### src/hdl/bstr_pkg.sv
// Shared types, codes and defaults of the scan table and roam select block.
// No dependencies; hdl/ files other than bstr_ifs refer to it by scoped names.
`default_nettype none

package bstr_pkg;

  // Default sizes, overridable on the top level
  localparam int ENTRIES_DEF    = 32;
  localparam int SSID_BYTES_DEF = 32;

  // Width of the occupancy count reported with each result
  localparam int COUNT_W = 6;

  // Reset values of the roam registers
  localparam logic signed [7:0] FLOOR_RST = -8'sd75;
  localparam logic [6:0]        HYST_RST  = 7'd10;

  // Configuration register indexes
  localparam logic CFG_FLOOR = 1'b0;
  localparam logic CFG_HYST  = 1'b1;

  // Command codes carried on the final beat
  typedef enum logic [1:0] {
    KIND_ADD  = 2'd0,
    KIND_BEST = 2'd1,
    KIND_ROAM = 2'd2,
    KIND_DROP = 2'd3
  } kind_t;

  // Result status codes
  typedef enum logic [1:0] {
    ST_OK       = 2'd0,
    ST_BAD_CHAN = 2'd1,
    ST_FULL     = 2'd2,
    ST_NO_MATCH = 2'd3
  } status_t;

  // Command sequencer states
  typedef enum logic [1:0] {
    S_IDLE,
    S_SCAN,
    S_WRITE,
    S_EMIT
  } fsm_t;

  // One table entry apart from its name
  typedef struct packed {
    logic [47:0]       addr;
    logic [7:0]        chan;
    logic signed [7:0] rssi;
    logic              rsn;
  } entry_t;

  // Control from the sequencer to the name stager
  typedef struct packed {
    logic take;   // a beat is accepted this cycle
    logic last;   // it is the final beat
    logic clear;  // drop the staged name
  } stage_ctl_t;

  // Index width for n entries, at least one bit
  function automatic int idx_bits(input int n);
    return (n > 1) ? $clog2(n) : 1;
  endfunction

endpackage

`default_nettype wire

### src/hdl/bstr_ram.sv
// Generic single-port-write, single-port-read RAM with registered read data.
// Depends on bstr_pkg for the address width helper.
`default_nettype none

module bstr_ram #(
  parameter int WIDTH = 8,
  parameter int DEPTH = 32
) (
  input  wire logic                                     clk,
  input  wire logic                                     we,
  input  wire logic [bstr_pkg::idx_bits(DEPTH)-1:0]     waddr,
  input  wire logic [WIDTH-1:0]                         wdata,
  input  wire logic [bstr_pkg::idx_bits(DEPTH)-1:0]     raddr,
  output      logic [WIDTH-1:0]                         rdata
);

  logic [WIDTH-1:0] mem [DEPTH];

  always_ff @(posedge clk) begin
    if (we) begin
      mem[waddr] <= wdata;
    end
    rdata <= mem[raddr];
  end

endmodule

`default_nettype wire

### config.mk
export PLATFORM = sky130hd
export DESIGN_NAME = bstr_ram
export DESIGN_NICKNAME = d
export VERILOG_FILES = /design/src/hdl/bstr_pkg.sv /design/src/hdl/bstr_ram.sv
export SDC_FILE = /design/constraint.sdc
export NUM_CORES = 1
export LEC_CHECK = 0
export ABC_CLOCK_PERIOD_IN_PS = 2300
export BUFFER_PORTS_ARGS = -buffer_cell sky130_fd_sc_hd__buf_2
export CAP_MARGIN = 25
export CORE_ASPECT_RATIO = 0.5
export CORE_UTILIZATION = 29
export CTS_CLUSTER_SIZE = 28
export DETAILED_ROUTE_END_ITERATION = 10
export GPL_TIMING_DRIVEN = 0
export HOLD_SLACK_MARGIN = 0.12
export SETUP_SLACK_MARGIN = 0.05
export SLEW_MARGIN = 5
export SYNTH_ARGS = -nofsm -noshare
export SYNTH_HDL_FRONTEND = slang
export SYNTH_SLANG_ARGS = --single-unit
### constraint.sdc
create_clock -name clk -period 2.3 [get_ports clk]
set_clock_uncertainty 0.2 [all_clocks]
set_input_delay 0.115 -clock clk [delete_from_list [all_inputs] [get_ports clk]]
set_output_delay 0.115 -clock clk [all_outputs]
set_load 0.03 [all_outputs]
* Word level (Yosys, flattened, before mapping) *
Memory sizes are Yosys's and may differ from the RTL's. A register that Yosys moved wholly into a read port is not among the register bits.
Cells that the tools add are included.

storage, ports and cells
  memories kept = 1
  input port bits = 20
  bits in registers = 0
  memory bits (writable) = 256
  logic and storage cells = 3
  output and inout bits = 8

memories
  memory  depth  bits a word  rd ports  clocked after memory_dff  wr ports  line            text
  mem     32     8            1         1                         1         bstr_ram.sv:17  logic [WIDTH-1:0] mem [DEPTH];

cells by class
  multiplexer cells = 2

operators by type and width
  operator          number
  2-to-1 mux 1 bit  2

* Longest topological paths before layout *
  depth after elaboration = 2
  gate-level depth with buffers = 5
  gate-level depth less buffers = 3

* Least setup slack after synthesis *
OpenSTA, ideal clock, no wires.

  path type = input port to flip-flop
  from = in raddr[2] (netlist bit)
  to = reg rdata[0], read port of mem
  buffers on the path = 2
  arrival = 1.797 ns
  library setup time = 0.121 ns
  stages = 5
  path slack = 0.183 ns
  required time = 1.979 ns
  cell sequence = clkbuf_1 -> clkbuf_1 -> mux4_2 -> mux4_2 -> mux2_2

RTL lines
  item         line            text
  from (decl)  bstr_ram.sv:13  input wire logic [bstr_pkg::idx_bits(DEPTH)-1:0] raddr,
  to (decl)    bstr_ram.sv:14  output logic [WIDTH-1:0] rdata

==> impl_metrics.yaml <==
sta:
  fin_ws_ps: 118
  relSlewSlack: 0.408
  fin_crit_sh: 0.949
  hold_violations: 0
  setup_violations: 0
  max_freq_mhz: 458
  rsz0062_at_grt: "no"
  tns_ps: 0
  min_period_ps: 2180
  fin_hold_ws_ps: 139
  slew_viol_final: 0
  tightest_slew_ps: 884
global_route:
  track_usage: 0.120
  grt_pass1_wl_mm: 30.8
  antenna_found_initial: 0
  grt_pass1_vias: 4598
  grt_max_degree: 33
  gr-total-overflow: 0
setup_path:
  critPathMaxFanout: 10
  slowest_delay_ps: 550
  cp_slowest_cell: "clkdlybuf4s15_2"
  path_buf_inv: 2
  cp_common_cell: "mux4_2"
  cp.required_ps: 2510
  endpoint_kind: "flop"
  critPathLaunchType: "primary input"
  crit_chain: "clkbuf_1 > clkdlybuf4s15_2 > mux4_2 > mux4_2 > mux2_2"
  path_depth: 5
  ff2ff_setup_slack_ps: 250
  critPathKind: "in2reg"
  rr_endpoint: "rdata[7]$_DFF_P_"
  crit_family: "multiplexers"
  arrival_ps: 2390
  r2r-start: "mem[13][7]$_DFFE_PP_"
  reg2reg_depth: 3
synth:
  synth_top_area_frac: 0.765
  syn_avg_cell_area_sq_um: 24.1
  synthCells: 417
  ys_seq_elements: 264
  yosys_warnings: 0
  synth_edf_count: 256
  synth_top_area_cell: "edfxtp_1"
  ys_seq_area_frac: 0.781
  yosysMostFrequentCell: "edfxtp_1"
  synthArstFlopShare: 0
  ys_top_cells_by_count: "edfxtp_1, mux4_2, nor2_1, dfxtp_1, mux2_2"
  synth_area_leaders: "edfxtp_1, mux4_2, dfxtp_1, nor2_1, mux2_2"
  synthFlopType: "edfxtp_1"
  syn_area_sq_um: 10100
  syn_nets: 437
  synth.distinct_cells: 15
power_and_ir_drop:
  power.share.switching: 0.202
  power_frac_comb: 0.058
  p_clk_frac: 0.399
  ir_drop_mv: 0.523
  sequentialPowerShare: 0.543
  p_per_area_nw_per_um2: 846
  design_power_total_mw: 9.87
  switching_power_mw: 1.99
  p_int_mw: 7.88
  total_leakage_power_nw: 3.56
floorplanning:
  die_y_microns: 134
  die-area_sq_um: 35500
  coreArea_sq_um: 33600
  ios: 28
  std_cell_rows: 47
  die_x_microns: 265
  initial_core_util: 0.299
route:
  drt_iter0_markers: 443
  dr.pass1.iters: 4
  drt-total-wl_mm: 20.6
  post-route-drc-count: 0
  antenna_left: 0
  num_vias: 4477
  via_per_inst: 4.67
  wire_per_inst_microns: 21.5
clock_network:
  cts_sinks: 264
  worst_skew_pair.late_latency_ps: 530
  cts_tree: "built"
  clockBufferDepth: 3
  clk_pin_slew_ps: 60
  htreeDepth: 1
  root_buffer: "clkbuf_16"
  numCtsBuffers: 26
finish:
  fin_util: 0.347
  syn2layout_area_growth_pct: 16.0
  layout-drive-gt1-share: 0.323
  nets: 499
  fill_cells: 3064
  insertedDiodeCount: 0
min_path:
  hp-class: "in2reg"
  hold_depth: 3
  worstHoldEndpoint: "mem[13][2]$_DFFE_PP_"
  min_from: "waddr[3]"
run_status:
  outcome: "finished, final reports clean"
job:
  max-cap-violations: 0
place:
  pre_cts_ws_ps: -678
  dpl.hpwl_mm: 13.2
  finalWeightedCongestion: 0.794
  portBuffers: 22
metal layers:
metal,vias to the layer above,wire length [microns],GRT usage
li1,1899,-,-
met2,176,9610,0.183
met4,0,515,0.0363
met1,2369,9060,0.171
met5,-,0,0
met3,33,1450,0.0257
power by group through the flow:
stage | sequential (mW) | clock (mW) | combinational (mW)
2_1_floorplan | 5.50 | 0 | 0.285
3_3_place_gp | 5.46 | 0 | 0.545
3_5_place_dp | 5.47 | 0 | 0.558
4_1_cts | 5.37 | 4.01 | 0.576
5_1_grt | 5.37 | 4.18 | 0.605
6_report | 5.37 | 3.94 | 0.569
area by class of cell:
| class | count | area, sq um | area share |
|---|---|---|---|
| multi-input combinational | 133 | 2100 | 0.180 |
| clock buffer | 37 | 733 | 0.0628 |
| clock inverter | 5 | 47.5 | 0.00408 |
| buffer | 20 | 126 | 0.0108 |
| tap | 465 | 582 | 0.0499 |
| sequential | 264 | 7850 | 0.673 |
| timing repair buffer | 34 | 230 | 0.0197 |
tightest hold or removal path, cell delays in order:
cell and delay [ps]:
buf_2 160, nand3b_1 160, nor2_1 200
placed cells by master (no fill, tap or decap):
cell / n
buf_1: 3
dlygate4sd3_1: 12
clkbuf_8: 2
nor2_1: 33
or3_1: 1
clkinv_2: 2
clkbuf_2: 3
mux4_2: 80
buf_2: 24
buf_6: 1
nand3_1: 2
buf_4: 6
clkbuf_16: 27
clkinv_1: 2
or3b_2: 3
bufinv_16: 1
clkbuf_1: 11
edfxtp_1: 256
mux2_2: 8
dfxtp_1: 8
clkdlybuf4s15_2: 2
nand2_1: 1
nand3b_1: 5
timing repair:
item                                    4_1_cts  5_1_grt
hold endpoints to repair                    270        0
hold buffers                                 12        0
endpoints found under the setup margin        8        0
resized for setup                             8        0
setup buffers                                 0        0
registers in the layout, summed over array words and instances (netlist names):
name   cells
rdata      8
mem      256
worst max-delay path by stage:
stage,startpoint,slack (ps),end
after CTS,raddr[2],90,rdata[4]$_DFF_P_
after global routing,raddr[2],50,rdata[4]$_DFF_P_
after global placement,raddr[2],-670,rdata[4]$_DFF_P_
final,raddr[2],120,rdata[4]$_DFF_P_
after floorplan,raddr[2],180,rdata[0]$_DFF_P_
after detailed placement,raddr[2],-680,rdata[4]$_DFF_P_
per-stage QoR:
| step | instance area, sq um | cells |
|---|---|---|
| floorplan | 10100 | 417 |
| global placement | 10700 | 904 |
| detailed placement | 10700 | 904 |
| CTS | 11700 | 958 |
| global route | 11700 | 958 |
| finish | 11700 | 958 |
logic make-up after synthesis:
logic type | count (synthesis) | share of synthesized area
buf+inv | 20 | 0.0106
flops | 264 | 0.781
simple gates | 45 | 0.0207
mux | 88 | 0.188
No activity file was read; power rests on OpenSTA's default activity.
