## src/hdl/bstr_pkg.sv

```systemverilog
// Shared types, codes and defaults of the scan table and roam select block.
// No dependencies; hdl/ files other than bstr_ifs refer to it by scoped names.
`default_nettype none

package bstr_pkg;

  // Default sizes, overridable on the top level
  localparam int ENTRIES_DEF    = 32;
  localparam int SSID_BYTES_DEF = 32;

  // Width of the occupancy count reported with each result
  localparam int COUNT_W = 6;

  // Reset values of the roam registers
  localparam logic signed [7:0] FLOOR_RST = -8'sd75;
  localparam logic [6:0]        HYST_RST  = 7'd10;

  // Configuration register indexes
  localparam logic CFG_FLOOR = 1'b0;
  localparam logic CFG_HYST  = 1'b1;

  // Command codes carried on the final beat
  typedef enum logic [1:0] {
    KIND_ADD  = 2'd0,
    KIND_BEST = 2'd1,
    KIND_ROAM = 2'd2,
    KIND_DROP = 2'd3
  } kind_t;

  // Result status codes
  typedef enum logic [1:0] {
    ST_OK       = 2'd0,
    ST_BAD_CHAN = 2'd1,
    ST_FULL     = 2'd2,
    ST_NO_MATCH = 2'd3
  } status_t;

  // Command sequencer states
  typedef enum logic [1:0] {
    S_IDLE,
    S_SCAN,
    S_WRITE,
    S_EMIT
  } fsm_t;

  // One table entry apart from its name
  typedef struct packed {
    logic [47:0]       addr;
    logic [7:0]        chan;
    logic signed [7:0] rssi;
    logic              rsn;
  } entry_t;

  // Control from the sequencer to the name stager
  typedef struct packed {
    logic take;   // a beat is accepted this cycle
    logic last;   // it is the final beat
    logic clear;  // drop the staged name
  } stage_ctl_t;

  // Index width for n entries, at least one bit
  function automatic int idx_bits(input int n);
    return (n > 1) ? $clog2(n) : 1;
  endfunction

endpackage

`default_nettype wire

```

## src/hdl/bstr_stage.sv

```systemverilog
// Name stager: collects up to (SSID_BYTES+7)/8 8-byte beats (four by default),
// zeroes bytes after the first zero and past SSID_BYTES. Depends on bstr_pkg.
`default_nettype none

module bstr_stage #(
  parameter int SSID_BYTES = bstr_pkg::SSID_BYTES_DEF
) (
  input  wire logic                         clk,
  input  wire logic                         rst,
  input  wire bstr_pkg::stage_ctl_t         ctl,
  input  wire logic [63:0]                  word,
  output      logic [64*((SSID_BYTES+7)/8)-1:0] name
);

  localparam int WORDS = (SSID_BYTES + 7) / 8;
  localparam int WI    = bstr_pkg::idx_bits(WORDS);
  localparam int BI    = $clog2(WORDS + 1);

  logic [63:0]   stage [WORDS];
  logic [BI-1:0] beat_index;
  logic          ended;
  logic          ended_next;
  logic          beat_ok;
  logic [63:0]   masked;

  assign beat_ok = (beat_index < BI'(WORDS));

  // Byte mask: keep bytes before the first zero and inside the name limit
  always_comb begin
    logic zseen;
    logic [7:0] b;
    zseen  = ended;
    masked = '0;
    for (int j = 0; j < 8; j++) begin
      b = word[8*j +: 8];
      if (b == 8'd0) begin
        zseen = 1'b1;
      end
      if (!zseen && ((int'(beat_index) * 8 + j) < SSID_BYTES)) begin
        masked[8*j +: 8] = b;
      end
    end
    ended_next = zseen;
  end

  // Stage words and beat position
  always_ff @(posedge clk) begin
    if (rst) begin
      beat_index <= '0;
      ended      <= 1'b0;
      for (int w = 0; w < WORDS; w++) begin
        stage[w] <= '0;
      end
    end else begin
      if (ctl.clear) begin
        for (int w = 0; w < WORDS; w++) begin
          stage[w] <= '0;
        end
      end else if (ctl.take && beat_ok) begin
        stage[beat_index[WI-1:0]] <= masked;
      end
      if (ctl.take) begin
        if (ctl.last) begin
          beat_index <= '0;
          ended      <= 1'b0;
        end else if (beat_ok) begin
          beat_index <= beat_index + 1'b1;
          ended      <= ended_next;
        end
      end
    end
  end

  // Flatten, first word in the low bits
  always_comb begin
    for (int w = 0; w < WORDS; w++) begin
      name[64*w +: 64] = stage[w];
    end
  end

endmodule

`default_nettype wire

```

## config.mk

```make
export PLATFORM = sky130hd
export DESIGN_NAME = bstr_stage
export DESIGN_NICKNAME = d
export VERILOG_FILES = /design/src/hdl/bstr_pkg.sv /design/src/hdl/bstr_stage.sv
export SDC_FILE = /design/constraint.sdc
export NUM_CORES = 1
export LEC_CHECK = 0
export BUFFER_PORTS_ARGS = -buffer_cell sky130_fd_sc_hd__buf_2
export CORE_UTILIZATION = 46
export DETAILED_ROUTE_END_ITERATION = 6
export PLACE_DENSITY = 0.73
export SLEW_MARGIN = 20
export SYNTH_ARGS = -nofsm -noshare
export SYNTH_HDL_FRONTEND = slang
export SYNTH_SLANG_ARGS = --single-unit
```

## constraint.sdc

```tcl
create_clock -name clk -period 3.5 [get_ports clk]
set_input_delay 0.875 -clock clk [delete_from_list [all_inputs] [get_ports clk]]
set_output_delay 0.875 -clock clk [all_outputs]
set_load 0.005 [all_outputs]
```

---- Word-level counts from Yosys, hierarchy flattened ----
Memory sizes are Yosys's and may differ from the RTL's.
Cells that the tools add are included.
word-level totals
  output and inout port bits .............. 256
  latch bits .............................. 0
  memories kept ........................... 1
  memory bits (writable) .................. 256
  input bits .............................. 69
  flip-flop bits (word level) ............. 4
  bits in read-only memories .............. 0
  word-level logic and storage cells ...... 88
memory list
  name   words  width  rd ports  clocked after memory_dff  write ports  line              RTL
  stage  4      64     4         0                         4            bstr_stage.sv:19  logic [63:0] stage [WORDS];
operators by class
  $add $sub $neg .......................... 8
  mux-type cells .......................... 36
  eq/ne operators ......................... 0
  div/mod/pow operators ................... 0
  bitwise logic cells ..................... 4
  multiply operators ...................... 0
  reduce and logical (&&, ||, !) cells .... 28
  shifts and indexed selects .............. 0
  order comparisons ....................... 9
operators by type and width
  operator                                                               count
  64-bit 2-to-1 mux                                                      5
  8-bit logical NOT                                                      8
  8-bit 2-to-1 mux                                                       8
  64-bit OR reduction                                                    1
  7-bit by 6-bit < comparator with 1-bit output (second input constant)  7
  6-bit by 3-bit adder with 7-bit output (second input constant)         4
  1-bit 2-to-1 mux                                                       20
  6-bit by 2-bit adder with 7-bit output (second input constant)         2
  1-bit logical AND                                                      9
  1-bit logical NOT                                                      8
  6-bit by 1-bit adder with 7-bit output (second input constant)         1
  6-bit < comparator (second input constant)                             1
  3-bit 2-to-1 mux                                                       2
  1-bit bitwise OR                                                       4
  3-bit by 1-bit adder with 3-bit output (second input constant)         1
  3-bit < comparator (second input constant)                             1
  2-bit 2-to-1 mux                                                       1
  2-bit AND reduction                                                    1
  2-bit nonzero test                                                     1

---- Logic depth before layout (Yosys ltp) ----
  depth after elaboration ................. 13
  gate-level depth with buffers ........... 7
  gate-level depth less buffers ........... 5

---- Worst setup path after synthesis ----
Ideal clock, no wire load.
  path kind ............................... input port to flip-flop
  from .................................... input port ctl[0] (netlist bit)
  to ...................................... memory stage[0][0], enable pin
  arrival time ............................ 2,956 ps
  setup time .............................. 425 ps
  stages on the path ...................... 4
  path slack .............................. 119 ps
  path through ............................ nor4b_2 -> and2_1 -> buf_4 -> or3_1
RTL lines
  item         line              RTL
  from (decl)  bstr_stage.sv:10  input wire bstr_pkg::stage_ctl_t ctl,
  to (decl)    bstr_stage.sv:19

==> summary.txt <==
Run status
  • Status: finished, final reports clean

STA
  • Worst setup margin: 1.09 ns
  • Fin Clk Skew: 0.0101 ns
  • Sum Neg Setup Slack: 0 ns
  • Fmax: 415 MHz
  • Final critical-path share of the clock period: 68.9%
  • Slew @ Worst Pin: 0.596 ns
  • Endpoints failing hold: 0
  • RSZ-0062 raised after global routing: no
  • Pins Over Slew Limit: 0
  • Rel. slew slack: 60.3%
  • Min cycle time layout: 2.41 ns
  • Final setup vio count: 0

Synthesis
  • Syn_area_per_cell: 14.3 um2
  • Synthesized area: 10600 um2
  • Leading post-synthesis cells by cell area: edfxtp_1, and3_1, nand2_1
  • Cell taking the most area after synthesis: edfxtp_1
  • Post-synth EDFFs: 256
  • Yosys warns: 0
  • Syn Nets: 814
  • Most common library cells after synthesis: edfxtp_1, and3_1, nand2_1
  • Top-area cell type share of the netlist area: 72.7%
  • Top FF cell, synth: edfxtp_1
  • Sequential area share after synthesis: 73.5%
  • Cells after Synth: 741
  • Most common cell in the netlist: edfxtp_1
  • Post-synth ARST share: 0%
  • Yosys cell types: 30
  • #FFs+latches synth: 260

Floorplanning
  • # IOs: 325
  • Core area: 22600 um2
  • Die area: 23600 um2
  • Die W: 154 um
  • Die height: 154 um
  • Initial Util: 46.8%
  • Row count: 55

Critical path
  • CP max-delay cell: and3_2
  • Setup CP Type: in -> reg
  • CP delay by family, top: simple AND/OR/NAND/NOR gates
  • CP max FO: 55
  • WP buf/inv: 2
  • Worst setup SP type: input pin
  • Crit. End Element: flip-flop
  • CP Data Arrival Time: 2.79 ns
  • Crit-path cells: buf_2 -> nor4_4 -> a211oi_4 -> and3_2 -> buf_12 -> and3_1
  • CP max stage delay: 0.68 ns
  • Critical Path RT: 3.88 ns

Hold path
  • Hold crit path type: reg -> reg

CTS
  • PostCTS Resize Cnt: 0
  • Worst-path clk slew: 0.07 ns
  • CTS tree: done
  • Postcts setup bufs: 0
  • Clock insertion delay at the later pin of the skew report: 0.52 ns
  • Clk sinks: 260
  • CTS Root Cell: clkbuf_16
  • Clk buf depth: 3
  • Htree depth: 1
  • Total CTS buffers: 26
  • Hold bufs inserted after CTS: 0

Power
  • Cell Int Power: 5.28 mW
  • Seq pwr share: 53.7%
  • Sw frac: 21.4%
  • Static leakage: 6.43 nW
  • PwrDens: 504 nW/um2
  • Power consumption: 6.71 mW
  • Combinational Power Share: 6.5%
  • Peak supply drop: 0.279 mV
  • NetSw: 1.44 mW
  • Clock network fraction of total power: 39.8%

Layout
  • Final-stage net count: 1126
  • Share of cells above drive strength 1: 38.9%
  • Finished Cell Area: 13300 um2
  • Area delta synth->final: 26.1%

GRT
  • GRT Overall Usage: 23.8%
  • Vias in the first global route: 7272
  • Largest net degree at the start of global routing: 65
  • First-pass GRT wire length: 42900 um
  • Total grt overflow: 0
  • Initial antenna violation count: 2

Detailed routing
  • Drt total wl: 28800 um
  • DR WL/cell: 21.2 um
  • Residual DRC count: 0
  • Vias after detailed routing: 7594
  • Starting DRC count in detailed routing: 426
  • Final ANT Viol Nets: 0
  • DRT Pass-1 Iters: 5
  • Routed vias/inst: 5.59

Placement
  • Post-DP HPWL: 18500 um
  • GPL Wtd Cong: 0.843
  • Post-Place Setup Slack: 0.548 ns
  • Placed inst area: 12500 um2
  • PortBufs: 324

Flow run
  • Max-cap violations: 0
==> final cells by class <==
type | count | area [um2]
fillers | 1802 | 9250
diodes | 2 | 5.00
repair buffers | 348 | 1890
clock inverters | 12 | 103
flip-flops and latches | 260 | 7770
inverters | 3 | 11.3
well taps | 285 | 357
clock buffers | 34 | 702
multi-input cells | 414 | 2490
==> power groups by stage <==
stage               registers [mW]  clock network (mW)  logic, mW
floorplan                     3.70                   0      0.105
global placement              3.67                   0      0.431
detailed placement            3.67                   0      0.439
CTS                           3.61                2.71      0.440
global route                  3.62                2.82      0.468
finish                        3.60                2.67      0.436
==> cells by family after synthesis <==
logic type                 Yosys count  synth area share, %
buffers and inverters               67                 3.37
and+or+nand+nor                    402                 22.1
DFF                                260                 73.5
AOI/OAI and AO/OA                    8                0.592
adders and majority gates            4                0.474
==> flip-flops by register name (all words and copies together) (netlist names) <==
| signal | count |
|---|---|
| stage | 256 |
| beat_index | 3 |
| ended | 1 |
==> cell usage in the layout, fill, tap and decap left out, drive strengths merged <==
cell and n:
and2 4, or3 4, ha 4, nor4 48, a21oi 4, a211oi 1, and3 161, dfxtp 4
nand2b 2, edfxtp 256, a22oi 1, nor2 7, nand4 2, diode 2, clkbuf 34, clkinv 10
inv 3, and4 4, o311a 1, nand2 104, nand3 3, buf 348, bufinv 2, nor2b 1
o21ai 1, nor3 61, nor4b 1
==> worst min-delay path, stage by stage (launching register included) <==
cell and delay [ns]:
dfxtp_1 0.35, a21oi_1 0.13, nor2_1 0.05
==> final timing paths <==
path         slack, ns     startpoint            end  cells past startpoint
max               1.09        word[0]   stage[2][46]                      6
min               0.57  beat_index[0]  beat_index[0]                      2
max reg2reg       1.31  beat_index[2]   stage[2][63]                      5
min reg2reg       0.57  beat_index[0]  beat_index[0]                      2
==> routing by layer <==
layer	vias to the layer above	part of all wire (%)	global-route usage [%]
met5	-	0	0
met1	3746	40	29.8
met4	0	2.2	7.43
met3	47	8.1	5.50
met2	373	50	41.0
li1	3428	-	-
==> metrics by stage <==
stage               hold slack, ns  utilization, %  std cells
floorplan                    0.528               -        741
global placement             0.555            55.4       1310
detailed placement           0.563            55.4       1310
CTS                          0.576            59.0       1356
global route                 0.633            59.0       1358
finish                       0.575            59.0       1358
Note: power is estimated with default switching activity, not from simulation.
